===== config.mk =====
export PLATFORM = sky130hd
export DESIGN_NAME = lpbd_dp
export DESIGN_NICKNAME = d
export VERILOG_FILES = /design/src/rtl/lpbd_pkg.sv /design/src/rtl/lpbd_ram.sv /design/src/rtl/lpbd_dp.sv
export SDC_FILE = /design/constraint.sdc
export NUM_CORES = 2
export LEC_CHECK = 0
export ABC_AREA = 0
export ABC_CLOCK_PERIOD_IN_PS = 7400
export BUFFER_PORTS_ARGS = -buffer_cell sky130_fd_sc_hd__buf_4
export CORE_ASPECT_RATIO = 0.6
export CORE_UTILIZATION = 55
export DETAILED_ROUTE_END_ITERATION = 16
export PLACE_DENSITY = 0.71
export REMOVE_ABC_BUFFERS = 1
export SLEW_MARGIN = 30
export SYNTH_ARGS = -nofsm -noshare
export SYNTH_HDL_FRONTEND = slang
export SYNTH_SLANG_ARGS = --single-unit

===== constraint.sdc =====
create_clock -name clk -period 7.4 [get_ports clk]
set_clock_uncertainty 0.15 [all_clocks]
set_input_delay 1.48 -clock clk [delete_from_list [all_inputs] [get_ports clk]]
set_output_delay 1.48 -clock clk [all_outputs]
set_load 0.005 [all_outputs]

===== src/rtl/lpbd_pkg.sv =====
// Package for the LRU page buffer directory.
// Holds field widths, command/result codes, FSM state and control structs.
// No dependencies.
package lpbd_pkg;

  localparam int PGW  = 31;  // page number width
  localparam int FRW  = 6;   // frame field width
  localparam int CNTW = 32;  // statistics counter width
  localparam int PINW = 16;  // pin count width
  localparam int RKW  = 6;   // recency rank width
  localparam int FCW  = 7;   // frame count width

  typedef logic [2:0] cmd_t;
  localparam cmd_t CMD_FIX       = 3'd0;
  localparam cmd_t CMD_UNFIX     = 3'd1;
  localparam cmd_t CMD_SET_DIRTY = 3'd2;
  localparam cmd_t CMD_CLR_DIRTY = 3'd3;
  localparam cmd_t CMD_FLUSH     = 3'd4;

  typedef logic [2:0] kind_t;
  localparam kind_t KIND_GRANT      = 3'd0;
  localparam kind_t KIND_WRITE_BACK = 3'd1;
  localparam kind_t KIND_FETCH      = 3'd2;
  localparam kind_t KIND_UNFIX      = 3'd3;
  localparam kind_t KIND_DIRTY      = 3'd4;
  localparam kind_t KIND_FLUSH_NONE = 3'd5;

  typedef logic [1:0] status_t;
  localparam status_t STS_OK        = 2'd0;
  localparam status_t STS_NOT_FOUND = 2'd1;
  localparam status_t STS_PIN_ZERO  = 2'd2;

  typedef enum logic [3:0] {
    S_IDLE, S_SRCH, S_SRCH_W, S_FIX_DEC, S_TOUCH, S_TOUCH_W,
    S_EM_WB, S_EM_RF, S_EM_GR, S_UNFIX_DEC, S_EM_UNFIX,
    S_DIRTY, S_EM_DIRTY, S_FL_START, S_FL_SCAN, S_FL_EMIT
  } lpbd_state_t;

  typedef enum logic [2:0] {
    EM_EVICT_WB, EM_FETCH, EM_GRANT, EM_UNFIX, EM_DIRTY, EM_FLUSH_WB, EM_FLUSH_NONE
  } emit_sel_t;

  typedef enum logic {SW_SEARCH, SW_TOUCH} sweep_mode_t;

  typedef struct packed {
    logic        ld;
    logic        sw_go;
    sweep_mode_t sw_mode;
    logic        fix_dec;
    logic        unfix_dec;
    logic        dirty_op;
    logic        fl_clr;
    logic        fl_inc;
    logic        fl_rd;
    logic        emit;
    emit_sel_t   em_sel;
    logic        em_last;
  } lpbd_cmd_t;

  typedef struct packed {
    logic sw_busy;
    logic found;
    logic evict_wb;
    logic wr;
    logic is_fix;
    logic out_free;
    logic fl_any;
    logic fl_dirty;
    logic fl_more;
  } lpbd_stat_t;

endpackage


===== src/rtl/lpbd_ram.sv =====
// Generic simple dual-port RAM, one write and one registered read port.
// No dependencies.
module lpbd_ram #(
  parameter int WIDTH = 8,
  parameter int DEPTH = 64,
  localparam int AW = $clog2(DEPTH)
) (
  input  logic             clk,
  input  logic             we,
  input  logic [AW-1:0]    waddr,
  input  logic [WIDTH-1:0] wdata,
  input  logic             re,
  input  logic [AW-1:0]    raddr,
  output logic [WIDTH-1:0] rdata
);
  logic [WIDTH-1:0] mem_r [DEPTH];
  logic [WIDTH-1:0] rdata_r;

  always_ff @(posedge clk) begin
    if (we) mem_r[waddr] <= wdata;
    if (re) rdata_r <= mem_r[raddr];
  end

  assign rdata = rdata_r;
endmodule


===== src/rtl/lpbd_dp.sv =====
// Datapath: frame tables, sweep engine, counters and result register.
// Depends on lpbd_pkg and lpbd_ram.
module lpbd_dp #(
  parameter int FRAMES = 64
) (
  input  logic                          clk,
  input  logic                          rst_n,
  input  lpbd_pkg::lpbd_cmd_t           cmd,
  output lpbd_pkg::lpbd_stat_t          stat,
  input  lpbd_pkg::cmd_t                in_command,
  input  logic [lpbd_pkg::PGW-1:0]      in_page,
  input  logic                          in_write_intent,
  input  logic [lpbd_pkg::FRW-1:0]      in_frame_sel,
  input  logic                          out_ready,
  output logic                          out_valid,
  output lpbd_pkg::kind_t               out_kind,
  output logic [lpbd_pkg::FRW-1:0]      out_frame,
  output logic [lpbd_pkg::PGW-1:0]      out_page_out,
  output logic                          out_hit,
  output lpbd_pkg::status_t             out_status,
  output logic [lpbd_pkg::CNTW-1:0]     out_ops_seen,
  output logic [lpbd_pkg::CNTW-1:0]     out_hits_seen,
  output logic                          out_last
);
  import lpbd_pkg::*;

  localparam int AW = $clog2(FRAMES);
  localparam logic [FCW-1:0] FRAMES_C  = FCW'(FRAMES);
  localparam logic [FCW-1:0] LAST_RANK = FCW'(FRAMES - 1);

  // latched request
  cmd_t           cmd_r;
  logic [PGW-1:0] page_r;
  logic           wr_r;
  logic [FRW-1:0] fsel_r;

  // control state
  logic [FCW-1:0]    free_r;
  logic [CNTW-1:0]   fix_total_r, hit_total_r;
  logic [FRAMES-1:0] dirty_r, pin_vld_r;
  logic              sw_act_r, s1_vld_r;
  sweep_mode_t       sw_mode_r;
  logic [FCW-1:0]    idx_r;
  logic              out_valid_r;

  // sweep results and decision registers
  logic [AW-1:0]   s1_idx_r;
  logic            found_r, vfound_r, wb_r, dv_r;
  logic [AW-1:0]   hf_r, vic_r, tgt_r, fr_r;
  logic [RKW-1:0]  hrank_r;
  logic [PINW-1:0] hpin_r;
  logic [PGW-1:0]  vpage_r;
  logic [FCW-1:0]  trank_r, tn_r;

  // result payload
  kind_t           o_kind_r;
  logic [FRW-1:0]  o_frame_r;
  logic [PGW-1:0]  o_page_r;
  logic            o_hit_r, o_last_r;
  status_t         o_status_r;
  logic [CNTW-1:0] o_ops_r, o_hits_r;

  // RAM ports
  logic [PGW-1:0]  pg_rdata;
  logic [RKW-1:0]  rk_rdata, rk_wdata;
  logic [PINW-1:0] pn_rdata, pn_wdata;
  logic            pg_we, pg_re, rk_we, pn_we, sw_re;
  logic [AW-1:0]   pg_raddr, pn_waddr, f_new;

  logic [FCW-1:0]  used, sw_n;
  logic [PINW-1:0] pin_eff;
  logic            dvalid, fl_more;
  logic [FCW-1:0]  rk_ext;

  assign used    = FRAMES_C - free_r;
  assign sw_n    = (sw_mode_r == SW_SEARCH) ? used : tn_r;
  assign sw_re   = sw_act_r && (idx_r < sw_n);
  assign pin_eff = pin_vld_r[s1_idx_r] ? pn_rdata : '0;
  assign dvalid  = FCW'(fsel_r) < used;
  assign rk_ext  = FCW'(rk_rdata);

  // frame chosen by the fix decision
  always_comb begin
    if (found_r)          f_new = hf_r;
    else if (free_r != 0) f_new = used[AW-1:0];
    else                  f_new = vic_r;
  end

  always_comb begin
    fl_more = 1'b0;
    for (int j = 0; j < FRAMES; j++)
      if (dirty_r[j] && (FCW'(j) > idx_r)) fl_more = 1'b1;
  end

  // page table
  assign pg_we    = cmd.fix_dec && !found_r;
  assign pg_re    = sw_re || (cmd.dirty_op && dvalid) || cmd.fl_rd;
  assign pg_raddr = cmd.dirty_op ? fsel_r[AW-1:0] : idx_r[AW-1:0];

  // rank table, written during the recency sweep
  assign rk_we    = s1_vld_r && (sw_mode_r == SW_TOUCH) &&
                    ((s1_idx_r == tgt_r) || (rk_ext < trank_r));
  assign rk_wdata = (s1_idx_r == tgt_r) ? '0 : rk_rdata + RKW'(1);

  // pin table
  always_comb begin
    pn_we    = cmd.fix_dec || (cmd.unfix_dec && found_r && (hpin_r != '0));
    pn_waddr = cmd.fix_dec ? f_new : hf_r;
    if (cmd.fix_dec) begin
      if (!found_r)           pn_wdata = PINW'(1);
      else if (hpin_r == '1)  pn_wdata = hpin_r;
      else                    pn_wdata = hpin_r + PINW'(1);
    end else begin
      pn_wdata = hpin_r - PINW'(1);
    end
  end

  lpbd_ram #(.WIDTH(PGW), .DEPTH(FRAMES)) u_pg_ram (
    .clk(clk), .we(pg_we), .waddr(f_new), .wdata(page_r),
    .re(pg_re), .raddr(pg_raddr), .rdata(pg_rdata)
  );

  lpbd_ram #(.WIDTH(RKW), .DEPTH(FRAMES)) u_rk_ram (
    .clk(clk), .we(rk_we), .waddr(s1_idx_r), .wdata(rk_wdata),
    .re(sw_re), .raddr(idx_r[AW-1:0]), .rdata(rk_rdata)
  );

  lpbd_ram #(.WIDTH(PINW), .DEPTH(FRAMES)) u_pn_ram (
    .clk(clk), .we(pn_we), .waddr(pn_waddr), .wdata(pn_wdata),
    .re(sw_re), .raddr(idx_r[AW-1:0]), .rdata(pn_rdata)
  );

  // control registers
  always_ff @(posedge clk) begin
    if (!rst_n) begin
      free_r      <= FRAMES_C;
      fix_total_r <= '0;
      hit_total_r <= '0;
      dirty_r     <= '0;
      pin_vld_r   <= '0;
      sw_act_r    <= 1'b0;
      s1_vld_r    <= 1'b0;
      out_valid_r <= 1'b0;
    end else begin
      if (cmd.ld && (in_command == CMD_FIX)) fix_total_r <= fix_total_r + CNTW'(1);

      if (cmd.sw_go) begin
        sw_act_r <= 1'b1;
        s1_vld_r <= 1'b0;
      end else if (sw_act_r) begin
        s1_vld_r <= sw_re;
        if (!sw_re && !s1_vld_r) sw_act_r <= 1'b0;
      end

      if (pn_we) pin_vld_r[pn_waddr] <= 1'b1;

      if (cmd.fix_dec) begin
        if (found_r) begin
          hit_total_r <= hit_total_r + CNTW'(1);
          if (wr_r) dirty_r[hf_r] <= 1'b1;
        end else begin
          dirty_r[f_new] <= wr_r;
          if (free_r != 0) free_r <= free_r - FCW'(1);
        end
      end
      if (cmd.dirty_op && dvalid) dirty_r[fsel_r[AW-1:0]] <= (cmd_r == CMD_SET_DIRTY);
      if (cmd.emit && (cmd.em_sel == EM_FLUSH_WB)) dirty_r[idx_r[AW-1:0]] <= 1'b0;

      if (cmd.emit)         out_valid_r <= 1'b1;
      else if (out_ready)   out_valid_r <= 1'b0;
    end
  end

  // datapath registers
  always_ff @(posedge clk) begin
    if (cmd.ld) begin
      cmd_r  <= in_command;
      page_r <= in_page;
      wr_r   <= in_write_intent;
      fsel_r <= in_frame_sel;
    end

    if (cmd.sw_go) begin
      idx_r     <= '0;
      sw_mode_r <= cmd.sw_mode;
      if (cmd.sw_mode == SW_SEARCH) begin
        found_r  <= 1'b0;
        vfound_r <= 1'b0;
      end
    end else if (sw_re) begin
      idx_r    <= idx_r + FCW'(1);
      s1_idx_r <= idx_r[AW-1:0];
    end else if (cmd.fl_clr) begin
      idx_r <= '0;
    end else if (cmd.fl_inc) begin
      idx_r <= idx_r + FCW'(1);
    end

    // search compare on the registered table read
    if (s1_vld_r && (sw_mode_r == SW_SEARCH)) begin
      if (!found_r && (pg_rdata == page_r)) begin
        found_r <= 1'b1;
        hf_r    <= s1_idx_r;
        hrank_r <= rk_rdata;
        hpin_r  <= pin_eff;
      end
      if (!vfound_r && (rk_ext == LAST_RANK)) begin
        vfound_r <= 1'b1;
        vic_r    <= s1_idx_r;
        vpage_r  <= pg_rdata;
      end
    end

    if (cmd.fix_dec) begin
      fr_r  <= f_new;
      tgt_r <= f_new;
      wb_r  <= !found_r && (free_r == 0) && dirty_r[vic_r];
      if (found_r) begin
        trank_r <= FCW'(hrank_r);
        tn_r    <= used;
      end else if (free_r != 0) begin
        trank_r <= used;
        tn_r    <= used + FCW'(1);
      end else begin
        trank_r <= LAST_RANK;
        tn_r    <= FRAMES_C;
      end
    end

    if (cmd.dirty_op) dv_r <= dvalid;

    if (cmd.emit) begin
      o_last_r   <= cmd.em_last;
      o_ops_r    <= fix_total_r;
      o_hits_r   <= hit_total_r;
      o_hit_r    <= 1'b0;
      o_status_r <= STS_OK;
      case (cmd.em_sel)
        EM_EVICT_WB: begin
          o_kind_r  <= KIND_WRITE_BACK;
          o_frame_r <= FRW'(vic_r);
          o_page_r  <= vpage_r;
        end
        EM_FETCH: begin
          o_kind_r  <= KIND_FETCH;
          o_frame_r <= FRW'(fr_r);
          o_page_r  <= page_r;
        end
        EM_GRANT: begin
          o_kind_r  <= KIND_GRANT;
          o_frame_r <= FRW'(fr_r);
          o_page_r  <= page_r;
          o_hit_r   <= found_r;
        end
        EM_UNFIX: begin
          o_kind_r <= KIND_UNFIX;
          o_page_r <= page_r;
          if (!found_r) begin
            o_frame_r  <= '0;
            o_status_r <= STS_NOT_FOUND;
          end else begin
            o_frame_r  <= FRW'(hf_r);
            o_status_r <= (hpin_r == '0) ? STS_PIN_ZERO : STS_OK;
          end
        end
        EM_DIRTY: begin
          o_kind_r   <= KIND_DIRTY;
          o_frame_r  <= fsel_r;
          o_page_r   <= dv_r ? pg_rdata : '0;
          o_status_r <= dv_r ? STS_OK : STS_NOT_FOUND;
        end
        EM_FLUSH_WB: begin
          o_kind_r  <= KIND_WRITE_BACK;
          o_frame_r <= FRW'(idx_r[AW-1:0]);
          o_page_r  <= pg_rdata;
        end
        default: begin
          o_kind_r  <= KIND_FLUSH_NONE;
          o_frame_r <= '0;
          o_page_r  <= '0;
        end
      endcase
    end
  end

  always_comb begin
    stat          = '0;
    stat.sw_busy  = sw_act_r;
    stat.found    = found_r;
    stat.evict_wb = wb_r;
    stat.wr       = wr_r;
    stat.is_fix   = (cmd_r == CMD_FIX);
    stat.out_free = !out_valid_r || out_ready;
    stat.fl_any   = |dirty_r;
    stat.fl_dirty = (idx_r < used) && dirty_r[idx_r[AW-1:0]];
    stat.fl_more  = fl_more;
  end

  assign out_valid     = out_valid_r;
  assign out_kind      = o_kind_r;
  assign out_frame     = o_frame_r;
  assign out_page_out  = o_page_r;
  assign out_hit       = o_hit_r;
  assign out_status    = o_status_r;
  assign out_ops_seen  = o_ops_r;
  assign out_hits_seen = o_hits_r;
  assign out_last      = o_last_r;
endmodule


==> summary.txt <==
Status
  • Status: complete, no violations

Yosys
  • Area contributors post-synth: edfxtp_1, mux4_2, dfxtp_1
  • Average size of a mapped cell: 17.12 um^2
  • Synthesized flop and latch total: between 3000 and 4000
  • YS warnings: 0
  • Area share of the largest cell type after synthesis: a little under three quarters
  • Most frequent cell after synthesis: edfxtp_1
  • Commonest cells in the synthesized netlist: edfxtp_1, nand2_1, mux4_2
  • Synth async-reset ratio: 0%
  • Cells after Synth: 9047
  • Post-synthesis sequential area ratio: 74.22%
  • Number of synthesized flops with an enable pin: between 3000 and 4000
  • Distinct cells, synth: 93
  • Top_reg_cell synth: edfxtp_1
  • Synth Cell Area: 154900 um^2
  • Synth area leader: edfxtp_1

Setup path
  • Critical Path Sink Type: output pin
  • Crit path kind: register to output pin
  • Worst endpoint required time: 5.77 ns
  • CP Launch Type: register
  • Register-to-Register Path Depth: 15
  • Crit path max fanout: 31
  • Arrival time worst endpoint: 4.93 ns

Drt
  • Wire per inst: 37.49 um
  • Vias per inst: 7.081
  • Antenna viol nets, final: 0
  • Routed WL: 506600 um
  • Detailed Routing Iterations Pass 1: 9
  • Vias: ~96000
  • Residual DRC: 0
  • Iter 0 DRT Violations: between 15000 and 20000

STA
  • Final Cycle Share: 88.61%
  • Final min period: between 6 and 7 ns
  • Final WS setup: 0.8431 ns
  • Fmax: ~0.15 GHz
  • Setup TNS: 0 ns
  • WHS: ~0.30 ns
  • # setup viols final: 0
  • RSZ-0062 raised after global routing: no
  • Final max-slew violation count: 0
  • Final number of hold-violating endpoints: 0
  • Rel. slew slack: 21.85%
  • Measured slew at the worst slew-check pin: ~1.2 ns

Die
  • Die Span Y: 413.1 um
  • Die area: 283900 um^2
  • Core area: 279300 um^2
  • Initial Util: 55.47%
  • # IOs: 176
  • Cell row count: 150
  • Die width: 687.2 um

Clocking
  • CTS buffer count: around 350
  • Post-CTS Setup Bufs: 0
  • Hold_buf cts: 0
  • CTS tree: yes
  • Worst-case clock buffer depth: 4
  • Clk sink count: 3899
  • H-tree lvl count: 5
  • Clk pin slew, worst setup/hold paths: 0.07 ns
  • Root Driver: clkbuf_16
  • Total of cells resized after clock tree synthesis: 0
  • Worst-Skew Late Latency: 0.92 ns

Placement
  • I/O Buffers: 175
  • Placer Congestion: 0.9949
  • Setup WS pre-CTS: ~1.3 ns
  • HPWL Detailed: 321700 um
  • DP Area: 164600 um^2

Hold path
  • Worst hold-check path type: register to register
  • Hold Path Depth: 0

Global route
  • Vias in the first global route: 89250
  • Largest net degree at the start of global routing: 141
  • Global-route wire length before repair: 698300 um
  • GRT overflow: 0
  • Tot GR Track Use: 35.20%
  • Initial antenna violation count: 27

Power and ir drop
  • LEAKAGE: roughly 57 nW
  • Peak supply drop: 0.2080 mV
  • Power per standard cell area: 279.5 nW/um^2

Finish
  • Nets: 9585
  • Core Util, Final: 63.06%
  • Filler Cells Inserted: around 19000
  • Layout cell share with drive strength beyond 1: 21.58%
  • Area growth, synth to finish: 13.68%
  • Final design area excluding fillers: around 180000 um^2

Job
  • Max-Cap Viols: 0
==> power breakdown <==
group | leakage, nW | switching (mW) | internal [mW] | total, mW
registers | 35.3 | 0.349 | 24.9 | 25.2
clock network | 5.57 | 8.17 | 10.3 | 18.4
logic | 15.7 | 3.94 | 1.63 | 5.57
==> placed cells by master (no fill, tap or decap), types with 61 or more instances in the layout <==
cell type / n
a211oi_1: 112
a21oi_1: 195
a221oi_1: 191
a22o_1: 118
a22oi_1: 291
a31oi_1: 133
and2_1: 77
buf_4: 666
clkbuf_16: 359
clkinv_1: 69
clkinv_2: 71
dfxtp_1: 204
edfxtp_1: 3688
inv_1: 81
mux2_2: 65
mux2i_1: 67
mux4_2: 570
nand2_1: 619
nand3_1: 208
nand4_1: 101
nor2_1: 292
nor2_4: 69
nor3_1: 63
o21a_1: 78
o21ai_0: 249
o22ai_1: 61
xnor2_1: 74
==> flip-flops by register name, summed over array words and instances, names as in the netlist, 16 cells and up <==
name	cells
dirty_r	64
fix_total_r	32
hit_total_r	32
hpin_r	16
out_hits_seen	32
out_ops_seen	32
out_page_out	31
page_r	31
pin_vld_r	64
u_pg_ram.mem_r	1984
u_pg_ram.rdata	31
u_pn_ram.mem_r	1024
u_pn_ram.rdata	16
u_rk_ram.mem_r	384
vpage_r	31
==> stage by stage <==
step / power (mW) / std cells
after CTS: 49.01 / 13500
after global routing: 50.22 / 13500
after floorplan: 30.04 / 8425
after global placement: 30.81 / 12840
final: 49.22 / 13510
after detailed placement: 30.96 / 12870
==> layer usage <==
metal	GRT usage [%]	routed length (um)	part of all wire, %
met5	1.154	467	0.092
met4	9.242	14850	2.9
met3	17.71	96580	19
met2	44.77	197400	39
met1	53.03	197200	39
==> cell families after synthesis <==
group | Yosys count | synth area share (%)
AO/OA/AOI/OAI | 1844 | 8.613
multiplexers | 706 | 9.219
adder cells (fa/ha/maj) | 34 | 0.2746
AND/OR/NAND/NOR | 1733 | 5.207
XOR/XNOR | 121 | 0.6962
flip-flops | 3899 | 74.22
buffers and inverters | 710 | 1.774
==> critical path: stages (launching register included) <==
cell and delay [ns]:
dfxtp_2 0.55, buf_4 0.54, inv_1 0.12, nor3_1 0.82, nand3_1 0.23, o211ai_1 0.16
nand4_1 0.10, o21ai_0 0.60, o2111ai_1 0.55, buf_4 0.30
==> cell type report <==
cell class	count	area [um^2]	share of cell area, %
Multi-Input combinational cell	4438	38610	21.93
Clock inverter	214	2120	1.204
Clock buffer	418	9265	5.261
Inverter	88	330.3	0.1876
Sequential cell	3899	115000	65.30
Antenna cell	11	27.53	0.01563
Tap cell	3724	4659	2.646
Timing Repair Buffer	718	6098	3.463
==> worst paths after layout <==
path | end | startpoint | slack [ns]
hold / removal | out_hits_seen[31] | hit_total_r[31] | 0.30
setup / recovery | stat[0] | idx_r[5] | 0.84
setup reg to reg | u_pg_ram.rdata[13] | free_r[0] | 1.77
hold reg to reg | out_hits_seen[31] | hit_total_r[31] | 0.30
Power figures use the tool's default switching activity.
