**src/rtl/lpbd_pkg.sv**
```systemverilog
// Package for the LRU page buffer directory.
// Holds field widths, command/result codes, FSM state and control structs.
// No dependencies.
package lpbd_pkg;

  localparam int PGW  = 31;  // page number width
  localparam int FRW  = 6;   // frame field width
  localparam int CNTW = 32;  // statistics counter width
  localparam int PINW = 16;  // pin count width
  localparam int RKW  = 6;   // recency rank width
  localparam int FCW  = 7;   // frame count width

  typedef logic [2:0] cmd_t;
  localparam cmd_t CMD_FIX       = 3'd0;
  localparam cmd_t CMD_UNFIX     = 3'd1;
  localparam cmd_t CMD_SET_DIRTY = 3'd2;
  localparam cmd_t CMD_CLR_DIRTY = 3'd3;
  localparam cmd_t CMD_FLUSH     = 3'd4;

  typedef logic [2:0] kind_t;
  localparam kind_t KIND_GRANT      = 3'd0;
  localparam kind_t KIND_WRITE_BACK = 3'd1;
  localparam kind_t KIND_FETCH      = 3'd2;
  localparam kind_t KIND_UNFIX      = 3'd3;
  localparam kind_t KIND_DIRTY      = 3'd4;
  localparam kind_t KIND_FLUSH_NONE = 3'd5;

  typedef logic [1:0] status_t;
  localparam status_t STS_OK        = 2'd0;
  localparam status_t STS_NOT_FOUND = 2'd1;
  localparam status_t STS_PIN_ZERO  = 2'd2;

  typedef enum logic [3:0] {
    S_IDLE, S_SRCH, S_SRCH_W, S_FIX_DEC, S_TOUCH, S_TOUCH_W,
    S_EM_WB, S_EM_RF, S_EM_GR, S_UNFIX_DEC, S_EM_UNFIX,
    S_DIRTY, S_EM_DIRTY, S_FL_START, S_FL_SCAN, S_FL_EMIT
  } lpbd_state_t;

  typedef enum logic [2:0] {
    EM_EVICT_WB, EM_FETCH, EM_GRANT, EM_UNFIX, EM_DIRTY, EM_FLUSH_WB, EM_FLUSH_NONE
  } emit_sel_t;

  typedef enum logic {SW_SEARCH, SW_TOUCH} sweep_mode_t;

  typedef struct packed {
    logic        ld;
    logic        sw_go;
    sweep_mode_t sw_mode;
    logic        fix_dec;
    logic        unfix_dec;
    logic        dirty_op;
    logic        fl_clr;
    logic        fl_inc;
    logic        fl_rd;
    logic        emit;
    emit_sel_t   em_sel;
    logic        em_last;
  } lpbd_cmd_t;

  typedef struct packed {
    logic sw_busy;
    logic found;
    logic evict_wb;
    logic wr;
    logic is_fix;
    logic out_free;
    logic fl_any;
    logic fl_dirty;
    logic fl_more;
  } lpbd_stat_t;

endpackage

```
**src/rtl/lpbd_ctrl.sv**
```systemverilog
// Controller FSM: sequences search, decision, recency sweep, flush scan and results.
// Depends on lpbd_pkg.
module lpbd_ctrl (
  input  logic                clk,
  input  logic                rst_n,
  input  logic                in_valid,
  input  lpbd_pkg::cmd_t      in_command,
  output logic                in_ready,
  input  lpbd_pkg::lpbd_stat_t stat,
  output lpbd_pkg::lpbd_cmd_t  cmd
);
  import lpbd_pkg::*;

  lpbd_state_t state_r, state_nxt;

  always_ff @(posedge clk) begin
    if (!rst_n) state_r <= S_IDLE;
    else        state_r <= state_nxt;
  end

  always_comb begin
    state_nxt = state_r;
    cmd       = '0;
    in_ready  = 1'b0;
    unique case (state_r)
      S_IDLE: begin
        in_ready = 1'b1;
        if (in_valid) begin
          cmd.ld = 1'b1;
          unique case (in_command) inside
            CMD_FIX, CMD_UNFIX:           state_nxt = S_SRCH;
            CMD_SET_DIRTY, CMD_CLR_DIRTY: state_nxt = S_DIRTY;
            CMD_FLUSH:                    state_nxt = S_FL_START;
            default:                      state_nxt = S_IDLE;
          endcase
        end
      end
      S_SRCH: begin
        cmd.sw_go   = 1'b1;
        cmd.sw_mode = SW_SEARCH;
        state_nxt   = S_SRCH_W;
      end
      S_SRCH_W: begin
        if (!stat.sw_busy) state_nxt = stat.is_fix ? S_FIX_DEC : S_UNFIX_DEC;
      end
      S_FIX_DEC: begin
        cmd.fix_dec = 1'b1;
        state_nxt   = S_TOUCH;
      end
      S_TOUCH: begin
        cmd.sw_go   = 1'b1;
        cmd.sw_mode = SW_TOUCH;
        state_nxt   = S_TOUCH_W;
      end
      S_TOUCH_W: begin
        if (!stat.sw_busy) begin
          if (stat.found)         state_nxt = S_EM_GR;
          else if (stat.evict_wb) state_nxt = S_EM_WB;
          else if (!stat.wr)      state_nxt = S_EM_RF;
          else                    state_nxt = S_EM_GR;
        end
      end
      S_EM_WB: begin
        if (stat.out_free) begin
          cmd.emit   = 1'b1;
          cmd.em_sel = EM_EVICT_WB;
          state_nxt  = stat.wr ? S_EM_GR : S_EM_RF;
        end
      end
      S_EM_RF: begin
        if (stat.out_free) begin
          cmd.emit   = 1'b1;
          cmd.em_sel = EM_FETCH;
          state_nxt  = S_EM_GR;
        end
      end
      S_EM_GR: begin
        if (stat.out_free) begin
          cmd.emit    = 1'b1;
          cmd.em_sel  = EM_GRANT;
          cmd.em_last = 1'b1;
          state_nxt   = S_IDLE;
        end
      end
      S_UNFIX_DEC: begin
        cmd.unfix_dec = 1'b1;
        state_nxt     = S_EM_UNFIX;
      end
      S_EM_UNFIX: begin
        if (stat.out_free) begin
          cmd.emit    = 1'b1;
          cmd.em_sel  = EM_UNFIX;
          cmd.em_last = 1'b1;
          state_nxt   = S_IDLE;
        end
      end
      S_DIRTY: begin
        cmd.dirty_op = 1'b1;
        state_nxt    = S_EM_DIRTY;
      end
      S_EM_DIRTY: begin
        if (stat.out_free) begin
          cmd.emit    = 1'b1;
          cmd.em_sel  = EM_DIRTY;
          cmd.em_last = 1'b1;
          state_nxt   = S_IDLE;
        end
      end
      S_FL_START: begin
        if (!stat.fl_any) begin
          if (stat.out_free) begin
            cmd.emit    = 1'b1;
            cmd.em_sel  = EM_FLUSH_NONE;
            cmd.em_last = 1'b1;
            state_nxt   = S_IDLE;
          end
        end else begin
          cmd.fl_clr = 1'b1;
          state_nxt  = S_FL_SCAN;
        end
      end
      S_FL_SCAN: begin
        if (stat.fl_dirty) begin
          cmd.fl_rd = 1'b1;
          state_nxt = S_FL_EMIT;
        end else begin
          cmd.fl_inc = 1'b1;
        end
      end
      S_FL_EMIT: begin
        if (stat.out_free) begin
          cmd.emit    = 1'b1;
          cmd.em_sel  = EM_FLUSH_WB;
          cmd.em_last = !stat.fl_more;
          cmd.fl_inc  = 1'b1;
          state_nxt   = stat.fl_more ? S_FL_SCAN : S_IDLE;
        end
      end
      default: state_nxt = S_IDLE;
    endcase
  end
endmodule

```
**config.mk**
```make
export PLATFORM = sky130hd
export DESIGN_NAME = lpbd_ctrl
export DESIGN_NICKNAME = d
export VERILOG_FILES = /design/src/rtl/lpbd_pkg.sv /design/src/rtl/lpbd_ctrl.sv
export SDC_FILE = /design/constraint.sdc
export NUM_CORES = 1
export LEC_CHECK = 0
export ABC_CLOCK_PERIOD_IN_PS = 4100
export BUFFER_PORTS_ARGS = -buffer_cell sky130_fd_sc_hd__buf_4
export CAP_MARGIN = 20
export CORE_ASPECT_RATIO = 1.25
export CORE_UTILIZATION = 35
export CTS_BUF_LIST = sky130_fd_sc_hd__clkbuf_4 sky130_fd_sc_hd__clkbuf_8
export DETAILED_ROUTE_END_ITERATION = 10
export GPL_ROUTABILITY_DRIVEN = 0
export GPL_TIMING_DRIVEN = 0
export REMOVE_ABC_BUFFERS = 1
export SYNTH_ARGS = -nofsm -noshare
export SYNTH_HDL_FRONTEND = slang
export SYNTH_SLANG_ARGS = --single-unit
```
**constraint.sdc**
```tcl
create_clock -name clk -period 4.1 [get_ports clk]
set_input_delay 0.41 -clock clk [delete_from_list [all_inputs] [get_ports clk]]
set_output_delay 0.41 -clock clk [all_outputs]
set_load 0.02 [all_outputs]
```
==> results of run 1 <==
## routing by layer
layer  global-route usage (%)  wire length, um  up-vias
met5                        0                0        -
met4                     3.13                0        0
met3                     4.48              122        0
met2                     33.1             1060       29
met1                     27.4              972      404
li1                         -                -      453
## cells by family (layout without fill, tap and decap cells)
logic type                after synthesis  count (layout)
AOI/OAI and AO/OA                      37              37
DFF                                     4               4
xor gates and xnor gates                1               1
buffers and inverters                  14              36
muxes                                   1               1
and+or+nand+nor                        53              53
## cells in the final DEF (no fill, tap or decap), types with 2 or more instances in the layout
cell / synthesis / final
a21o_1: 3 / 3
nor2_1: 10 / 10
a31oi_1: 5 / 5
buf_4: 1 / 29
dfxtp_1: 4 / 4
nand3_1: 3 / 3
o21ai_0: 4 / 4
nand2_1: 13 / 13
a211oi_1: 2 / 2
nand4b_1: 2 / 2
clkbuf_4: 0 / 3
nor2b_1: 3 / 3
nor3_1: 5 / 5
nand2b_1: 7 / 7
o22ai_1: 2 / 2
inv_1: 4 / 4
a21oi_1: 10 / 10
## how the worst min path moves through the flow
stage,startpoint,to,depth (start not counted)
after floorplan,rst_n,state_r[3]$_SDFFE_PN0P_,2
after global placement,rst_n,state_r[3]$_SDFFE_PN0P_,3
after detailed placement,rst_n,state_r[3]$_SDFFE_PN0P_,3
after CTS,rst_n,state_r[3]$_SDFFE_PN0P_,3
after global routing,rst_n,state_r[3]$_SDFFE_PN0P_,3
final,rst_n,state_r[3]$_SDFFE_PN0P_,3
## final cells by class
cell class              count  share of cell area [%]
repair buffers             29                    23.6
inverters                   4                    1.63
multi-input cells          92                    61.0
clock buffers               3                    2.45
flip-flops and latches      4                    8.70
well taps                  19                    2.58
## report_power, final
part	internal [mW]	leakage, nW	switching (mW)
registers	0.0535	0.0332	0.0881
logic	0.161	0.345	0.170
clock network	0.0328	0.0138	0.0171
total	0.247	0.392	0.276
## per-stage QoR
| step | total power [mW] | worst slack (ns) | hold slack, ns |
|---|---|---|---|
| floorplan | 0.352 | 2.11 | 0.537 |
| global placement | 0.467 | 2.00 | 0.681 |
| detailed placement | 0.469 | 1.99 | 0.680 |
| CTS | 0.523 | 1.71 | 0.429 |
| global route | 0.571 | 1.53 | 0.446 |
| finish | 0.523 | 1.67 | 0.433 |
## synthesized netlist by cell type, types with 2 or more instances
| cell | number |
|---|---|
| a31oi_1 | 5 |
| dfxtp_1 | 4 |
| buf_2 | 5 |
| a21oi_1 | 10 |
| nor3_1 | 5 |
| nand2_1 | 13 |
| nand4b_1 | 2 |
| a21o_1 | 3 |
| nor2_1 | 10 |
| o22ai_1 | 2 |
| inv_1 | 4 |
| nand2b_1 | 7 |
| o21ai_0 | 4 |
| nor2b_1 | 3 |
| clkbuf_1 | 2 |
| nand3_1 | 3 |
| a211oi_1 | 2 |
## worst max-delay path: cells and delay by family, from the launching register on
family	cells	cell delay [ns]
buffers and inverters	1	0.15
flip-flops	1	0.87
AND/OR/NAND/NOR	3	0.75
==> flow_summary.yaml, run 1 <==
outcome:
  status: "finished, final reports clean"
clock_network:
  postCtsSetupRepairBufs: 0
  h-tree-depth: 1
  cts_buffer_depth: 2
  ctsHoldBuffers: 0
  clk_pin_slew_worst_paths_ns: 0.04
  cts.sinks: 4
  clkLatencyLatePin_ns: 0.24
  cts_tree: "yes"
  cts_resized: 0
  root_buffer: "clkbuf_4"
  cts_inserted_buffers: 3
layout:
  drive_gt1_share_pct: 28.0
  largest_register_ffs: 4
  nFillCells: 194
  diodes: 0
  synthToLayoutAreaGrowth_pct: 29.3
  num-nets-final: 149
  largest_register: "state_r"
  final_core_util_pct: 50.3
  fin_cells: 151
  regArea_sq_um: 80.1
  post-route-cell-area_sq_um: 921
  multi_input_area_sq_um: 562
  reg_top3: "state_r x4"
pwr:
  p_per_area_nw_per_um2: 567
  leakagePower_nw: 0.392
  peakVddDrop_uv: 304
drt:
  drtPass1Iterations: 4
  vias: 886
  drtIter0Drc: 22
  drc: 0
  vias_per_cell: 5.87
  wl_mm: 2.16
  ant_nets: 0
  wl_per_cell_um: 14.3
worst_setup_path:
  setup.worst_path.end: "cmd[3]"
  worst_path_max_delay_cell: "dfxtp_1"
  path_cells: "nor2b_1 > nand2_1 > and3_1 > buf_4"
  cp_data_arrival_time_ns: 2.02
  reg2reg_from: "state_r[0]$_SDFFE_PN0P_"
  ff2ff_path_depth: 4
  r2r_end: "state_r[3]$_SDFFE_PN0P_"
  worst_setup_path_end_kind: "output pin"
  ff2ff_setup_slack_ns: 1.91
  cp_max_fo: 25
  crit_required_ns: 3.69
  start_kind: "flip-flop"
  setup.worst_path.start: "state_r[0]$_SDFFE_PN0P_"
  crit_type: "reg2out"
  critPathMaxStageDelay_ns: 0.87
sta:
  fmax_ghz: 0.411
  rsz0062_at_grt: "false"
  setup_viol: 0
  finalCritPeriodShare_pct: 59.4
  setup_tns_ns: 0
  slew_viol_final: 0
  fin_crit_ns: 2.43
  hold_viol_final: 0
  fin_skew_ns: 0.00302
  maxSlewHeadroom_pct: 39.2
  worst_pin_slew_ns: 0.910
die:
  die-area_sq_um: 2220
  coreArea_sq_um: 1830
  io_pins: 30
  start_util_pct: 38.9
  die_h_um: 52.4
  die_w_um: 42.3
  rows: 17
synth:
  synthAdderAreaFrac_pct: 0
  synthArstFlopShare_pct: 0
  synthCells: 110
  ys_types: 43
  synth_compound_area_share_pct: 36.0
  synthMuxAreaShare_pct: 1.41
  ys_seq_area_share_pct: 11.2
  yosys-top-cells-area: "dfxtp_1 11%, a21oi_1 7.0%, nand2_1 6.9%, nand2b_1 6.2%, nor2_1 5.3%"
  yosys.area.top_type: "dfxtp_1"
  syn_avg_cell_area_sq_um: 6.47
  synth-main-ff-cell: "dfxtp_1"
  yosys.area.top_type_share_pct: 11.2
  synth_top_family_by_area: "simple AND/OR/NAND/NOR gates"
  synthSimpleGateAreaFrac_pct: 40.2
  yosys_register_bits: 4
  ys_warn_count: 0
  synth-edff-count: 0
  yosys.area_share.xor_xnor_pct: 1.23
  syn-cell-area_sq_um: 712
global_route:
  grt_pass1_wl_mm: 3.49
  overflow: 0
  grt_usage_pct: 20.2
  grt_pass1_vias: 743
  grt_max_degree: 29
  antenna_found_initial: 0
placement:
  dp.cells: 148
  placed_area_sq_um: 898
  port_buffers: 29
  dp_hpwl_mm: 1.49
hold_path:
  hold_class: "in2reg"
run:
  drv_cap: 0
No activity file was read; power rests on OpenSTA's default activity.
==> inputs of run 2 (changes only) <==
Settings changed: ABC_CLOCK_PERIOD_IN_PS 4100 to 2000.
Clock period 4.1 ns to 2 ns, I/O delays scaled along.
==> flow_summary.yaml, run 2 (same netlist as run 1, synthesis figures left out) <==
pwr:
  p_per_area_nw_per_um2: 1170
  switching_share_pct: 52.6
  p_clk_share_pct: 9.6
  leakagePower_nw: 0.394
  combPwrFrac_pct: 62.6
  p_int_mw: 0.514
  p_total_mw: 1.08
  p_switching_mw: 0.570
  power_frac_seq_pct: 27.7
  peakVddDrop_uv: 633
die:
  io_pins: 30
  die_h_um: 52.4
  die_w_um: 42.3
  coreArea_sq_um: 1830
  rows: 17
  die-area_sq_um: 2220
  start_util_pct: 38.9
layout:
  drive_gt1_share_pct: 31.8
  mostFrequentLayoutCells: "29 x buf_4, 13 x nand2_1, 10 x nor2_1, 10 x a21oi_1, 7 x nand2b_1"
  diodes: 0
  post-route-cell-area_sq_um: 931
  num-nets-final: 149
  nFillCells: 196
  reg_top3: "state_r x4"
  final_common_cell: "buf_4"
  synthToLayoutAreaGrowth_pct: 30.8
  largest_register: "state_r"
  fin_cells: 151
  largest_register_ffs: 4
global_route:
  overflow: 0
  grt_max_degree: 29
  antenna_found_initial: 0
  grt_pass1_wl_mm: 3.49
  grt_pass1_vias: 743
  grt_usage_pct: 20.2
drt:
  vias_per_cell: 5.89
  ant_nets: 0
  drc: 0
  drtPass1Iterations: 4
  wl_mm: 2.15
  vias: 889
  wl_per_cell_um: 14.2
  drtIter0Drc: 21
placement:
  dp_hpwl_mm: 1.49
  placed_area_sq_um: 898
  port_buffers: 29
  dp.cells: 148
  pre_cts_ws_ns: -0.110
worst_setup_path:
  cp_max_fo: 25
  path_cells: "nor2b_2 > nand2_1 > and3_1 > buf_4"
  start_kind: "flip-flop"
  worst_path_max_delay_cell: "dfxtp_2"
  cp_num_buf_inv: 1
  crit_type: "reg2out"
  critPathMaxStageDelay_ns: 0.61
  worst_setup_path_end_kind: "output pin"
  crit_required_ns: 1.80
  cp_data_arrival_time_ns: 1.64
  critPathTopFamily: "simple AND/OR/NAND/NOR gates"
sta:
  rsz0062_at_grt: "false"
  fin_crit_ns: 1.84
  postLayoutSetupSlackWorst_ns: 0.157
  maxSlewHeadroom_pct: 68.8
  hold_viol_final: 0
  setup_tns_ns: 0
  slew_viol_final: 0
  fmax_ghz: 0.543
  fin_skew_ns: 0.00293
  setup_viol: 0
  finalCritPeriodShare_pct: 92.1
  worst_pin_slew_ns: 0.468
clock_network:
  cts_tree: "yes"
  ctsHoldBuffers: 0
  h-tree-depth: 1
  postCtsSetupRepairBufs: 0
  cts_inserted_buffers: 3
  clk_pin_slew_worst_paths_ns: 0.04
  root_buffer: "clkbuf_4"
  clkLatencyLatePin_ns: 0.24
  cts.sinks: 4
  cts_buffer_depth: 2
run:
  drv_cap: 0
outcome:
  status: "finished, final reports clean"
hold_path:
  hold_class: "in2reg"
==> run 2: changes by cell type in the layout (fill, tap and decap cells not counted) <==
cell | before | now
dfxtp_2 | 0 | 3
nor2b_2 | 0 | 1
dfxtp_1 | 4 | 0
dfxtp_4 | 0 | 1
nor2b_1 | 3 | 2
==> run 2: tightest hold or removal path, stage by stage <==
cell and delay, ns:
buf_4 0.12, inv_1 0.06, a311oi_2 0.03
==> run 2: final timing paths <==
kind,startpoint,endpoint,slack (ns),depth (start not counted)
worst max-delay path,state_r[0]$_SDFFE_PN0P_,cmd[3],0.16,4
worst min-delay path,rst_n,state_r[3]$_SDFFE_PN0P_,0.21,3
worst max register to register,state_r[0]$_SDFFE_PN0P_,state_r[3]$_SDFFE_PN0P_,0.19,4
worst min register to register,state_r[0]$_SDFFE_PN0P_,state_r[0]$_SDFFE_PN0P_,0.67,2
==> run 2: layout make-up <==
class | count | area [sq um] | share of cell area [%]
Sequential cell | 4 | 87.6 | 9.41
Clock buffer | 3 | 22.5 | 2.42
Inverter | 4 | 15.0 | 1.61
Tap cell | 19 | 23.8 | 2.55
Timing Repair Buffer | 29 | 218 | 23.4
Multi-Input combinational cell | 92 | 564 | 60.6
==> run 2: what timing repair did <==
action,CTS,global route
gates resized for setup,3,3
setup endpoints to repair,11,7
pin swaps,0,0
==> run 2: metrics by stage <==
step | util (%) | hold slack [ns]
after floorplan | - | 0.327
after global placement | 49.1 | 0.471
after detailed placement | 49.1 | 0.470
after CTS | 50.5 | 0.219
after global routing | 50.9 | 0.229
final | 50.9 | 0.214
==> run 2: power groups by stage <==
stage / sequential, mW / combinational [mW] / clock [mW]
2_1_floorplan: 0.233 / 0.489 / 0
3_3_place_gp: 0.286 / 0.672 / 0
3_5_place_dp: 0.286 / 0.676 / 0
4_1_cts: 0.290 / 0.680 / 0.106
5_1_grt: 0.317 / 0.747 / 0.116
6_report: 0.301 / 0.680 / 0.105
==> run 2: layer usage <==
layer  vias up  track usage [%]  part of all wire (%)
li1        454                -                     -
met4         0             3.13                     0
met1       407             27.4                    46
met5         -                0                     0
met2        28             33.1                    48
met3         0             4.48                   5.7
==> inputs of run 3 (changes only) <==
Settings changed: CTS_CLUSTER_SIZE from default to 10, REMOVE_ABC_BUFFERS 1 to default.
==> flow_summary.yaml, run 3 (same netlist as run 1, synthesis figures left out) <==
hold_path:
  min_to: "state_r[3]$_SDFFE_PN0P_"
  hold_class: "in2reg"
  min_from: "rst_n"
  hold_depth: 3
worst_setup_path:
  cp_data_arrival_time_ns: 1.69
  ff2ff_path_depth: 4
  start_kind: "flip-flop"
  reg2reg_from: "state_r[0]$_SDFFE_PN0P_"
  crit_required_ns: 1.80
  crit_type: "reg2out"
  r2r_end: "state_r[3]$_SDFFE_PN0P_"
  worst_setup_path_end_kind: "output pin"
  cp_max_fo: 10
  ff2ff_setup_slack_ns: 0.27
pwr:
  p_per_area_nw_per_um2: 1190
  leakagePower_nw: 0.429
  peakVddDrop_uv: 654
layout:
  mostFrequentLayoutCells: "30 x buf_4, 13 x nand2_1, 10 x nor2_1, 10 x a21oi_1, 7 x nand2b_1"
  reg_top3: "state_r x4"
  final_common_cell: "buf_4"
  nFillCells: 190
  num-nets-final: 157
  largest_register_ffs: 4
  final_core_util_pct: 53.4
  post-route-cell-area_sq_um: 976
  drive_gt1_share_pct: 31.4
  synthToLayoutAreaGrowth_pct: 37.1
  largest_register: "state_r"
  diodes: 0
drt:
  drc: 0
  ant_nets: 0
  wl_per_cell_um: 15.4
  drtPass1Iterations: 4
  drtIter0Drc: 21
  vias: 965
  wl_mm: 2.45
  vias_per_cell: 6.07
global_route:
  grt_pass1_wl_mm: 4.02
  grt_usage_pct: 23.8
  grt_max_degree: 20
  grt_pass1_vias: 894
  antenna_found_initial: 0
  overflow: 0
sta:
  fin_skew_ns: 0.00905
  worst_pin_slew_ns: 0.421
  maxSlewHeadroom_pct: 72.0
  finalCritPeriodShare_pct: 94.7
  slew_viol_final: 0
  setup_viol: 0
  fin_crit_ns: 1.89
  rsz0062_at_grt: "false"
  fmax_ghz: 0.528
  hold_viol_final: 0
  setup_tns_ns: 0
clock_network:
  cts.sinks: 4
  h-tree-depth: 1
  postCtsSetupRepairBufs: 0
  clkLatencyLatePin_ns: 0.24
  cts_inserted_buffers: 3
  cts_buffer_depth: 2
  cts_tree: "yes"
  root_buffer: "clkbuf_4"
  clk_pin_slew_worst_paths_ns: 0.04
die:
  die_w_um: 42.3
  die-area_sq_um: 2220
  die_h_um: 52.4
  io_pins: 30
  rows: 17
  coreArea_sq_um: 1830
  start_util_pct: 38.9
synth:
  syn_nets: 125
placement:
  placed_area_sq_um: 953
  dp_hpwl_mm: 1.83
  port_buffers: 29
run:
  drv_cap: 0
outcome:
  status: "finished, final reports clean"
run 3: changes by cell type in the layout (fill, tap and decap cells not counted), sizes merged:
cell / change
buf: +4
clkbuf: +4
run 3: through the flow:
stage / total power [mW] / worst slack, ns / std cells / hold WS, ns
after floorplan: 0.782 / 0.278 / 110 / 0.327
after global placement: 1.05 / 0.203 / 158 / 0.470
after detailed placement: 1.05 / 0.213 / 158 / 0.473
after CTS: 1.15 / 0.0314 / 160 / 0.222
after global routing: 1.26 / 0.00138 / 159 / 0.235
final: 1.16 / 0.106 / 159 / 0.224
run 3: timing repair:
| action | in CTS | in global routing |
|---|---|---|
| pin swaps | 0 | 0 |
| hold endpoints to repair | 0 | 0 |
| hold buffers | 0 | 0 |
| setup endpoints to repair | 3 | 3 |
| gates resized for setup | 0 | 4 |
run 3: worst max-delay path by stage:
| stage | from | endpoint | slack (ns) | cells past startpoint |
|---|---|---|---|---|
| detailed placement | state_r[3]$_SDFFE_PN0P_ | cmd[4] | 0.21 | 6 |
| global placement | state_r[3]$_SDFFE_PN0P_ | cmd[4] | 0.20 | 6 |
| global route | state_r[0]$_SDFFE_PN0P_ | cmd[4] | 0.001 | 5 |
| CTS | state_r[0]$_SDFFE_PN0P_ | cmd[0] | 0.03 | 5 |
| finish | state_r[2]$_SDFFE_PN0P_ | cmd[0] | 0.11 | 6 |
| floorplan | state_r[2]$_SDFFE_PN0P_ | cmd[0] | 0.28 | 5 |
run 3: area by class of cell:
type                       count  area [sq um]  share of cell area [%]
inverter                       4          15.0                    1.54
timing repair buffer          29           218                    22.3
clock buffer                   3          22.5                    2.31
tap                           19          23.8                    2.44
multi-input combinational     92           562                    57.6
buffer                         8          55.1                    5.64
sequential                     4          80.1                    8.21
run 3: metal layers:
metal	vias up	GRT usage, %	wire, um
met1	459	28.2	1060
met5	-	0	0
met2	38	42.6	1220
li1	468	-	-
met3	0	3.10	167
met4	0	9.90	0
run 3: worst max-delay path, cell delays in order, from the launching register on:
cell	delay, ns
dfxtp_1	0.31
buf_6	0.14
buf_2	0.23
clkbuf_4	0.25
a21boi_1	0.10
a311oi_1	0.25
buf_4	0.18
run 3: where the power goes:
group	internal [mW]	total (mW)	switching, mW
logic	0.379	0.914	0.535
clock network	0.0672	0.102	0.0350
registers	0.110	0.144	0.0345
total	0.556	1.16	0.605
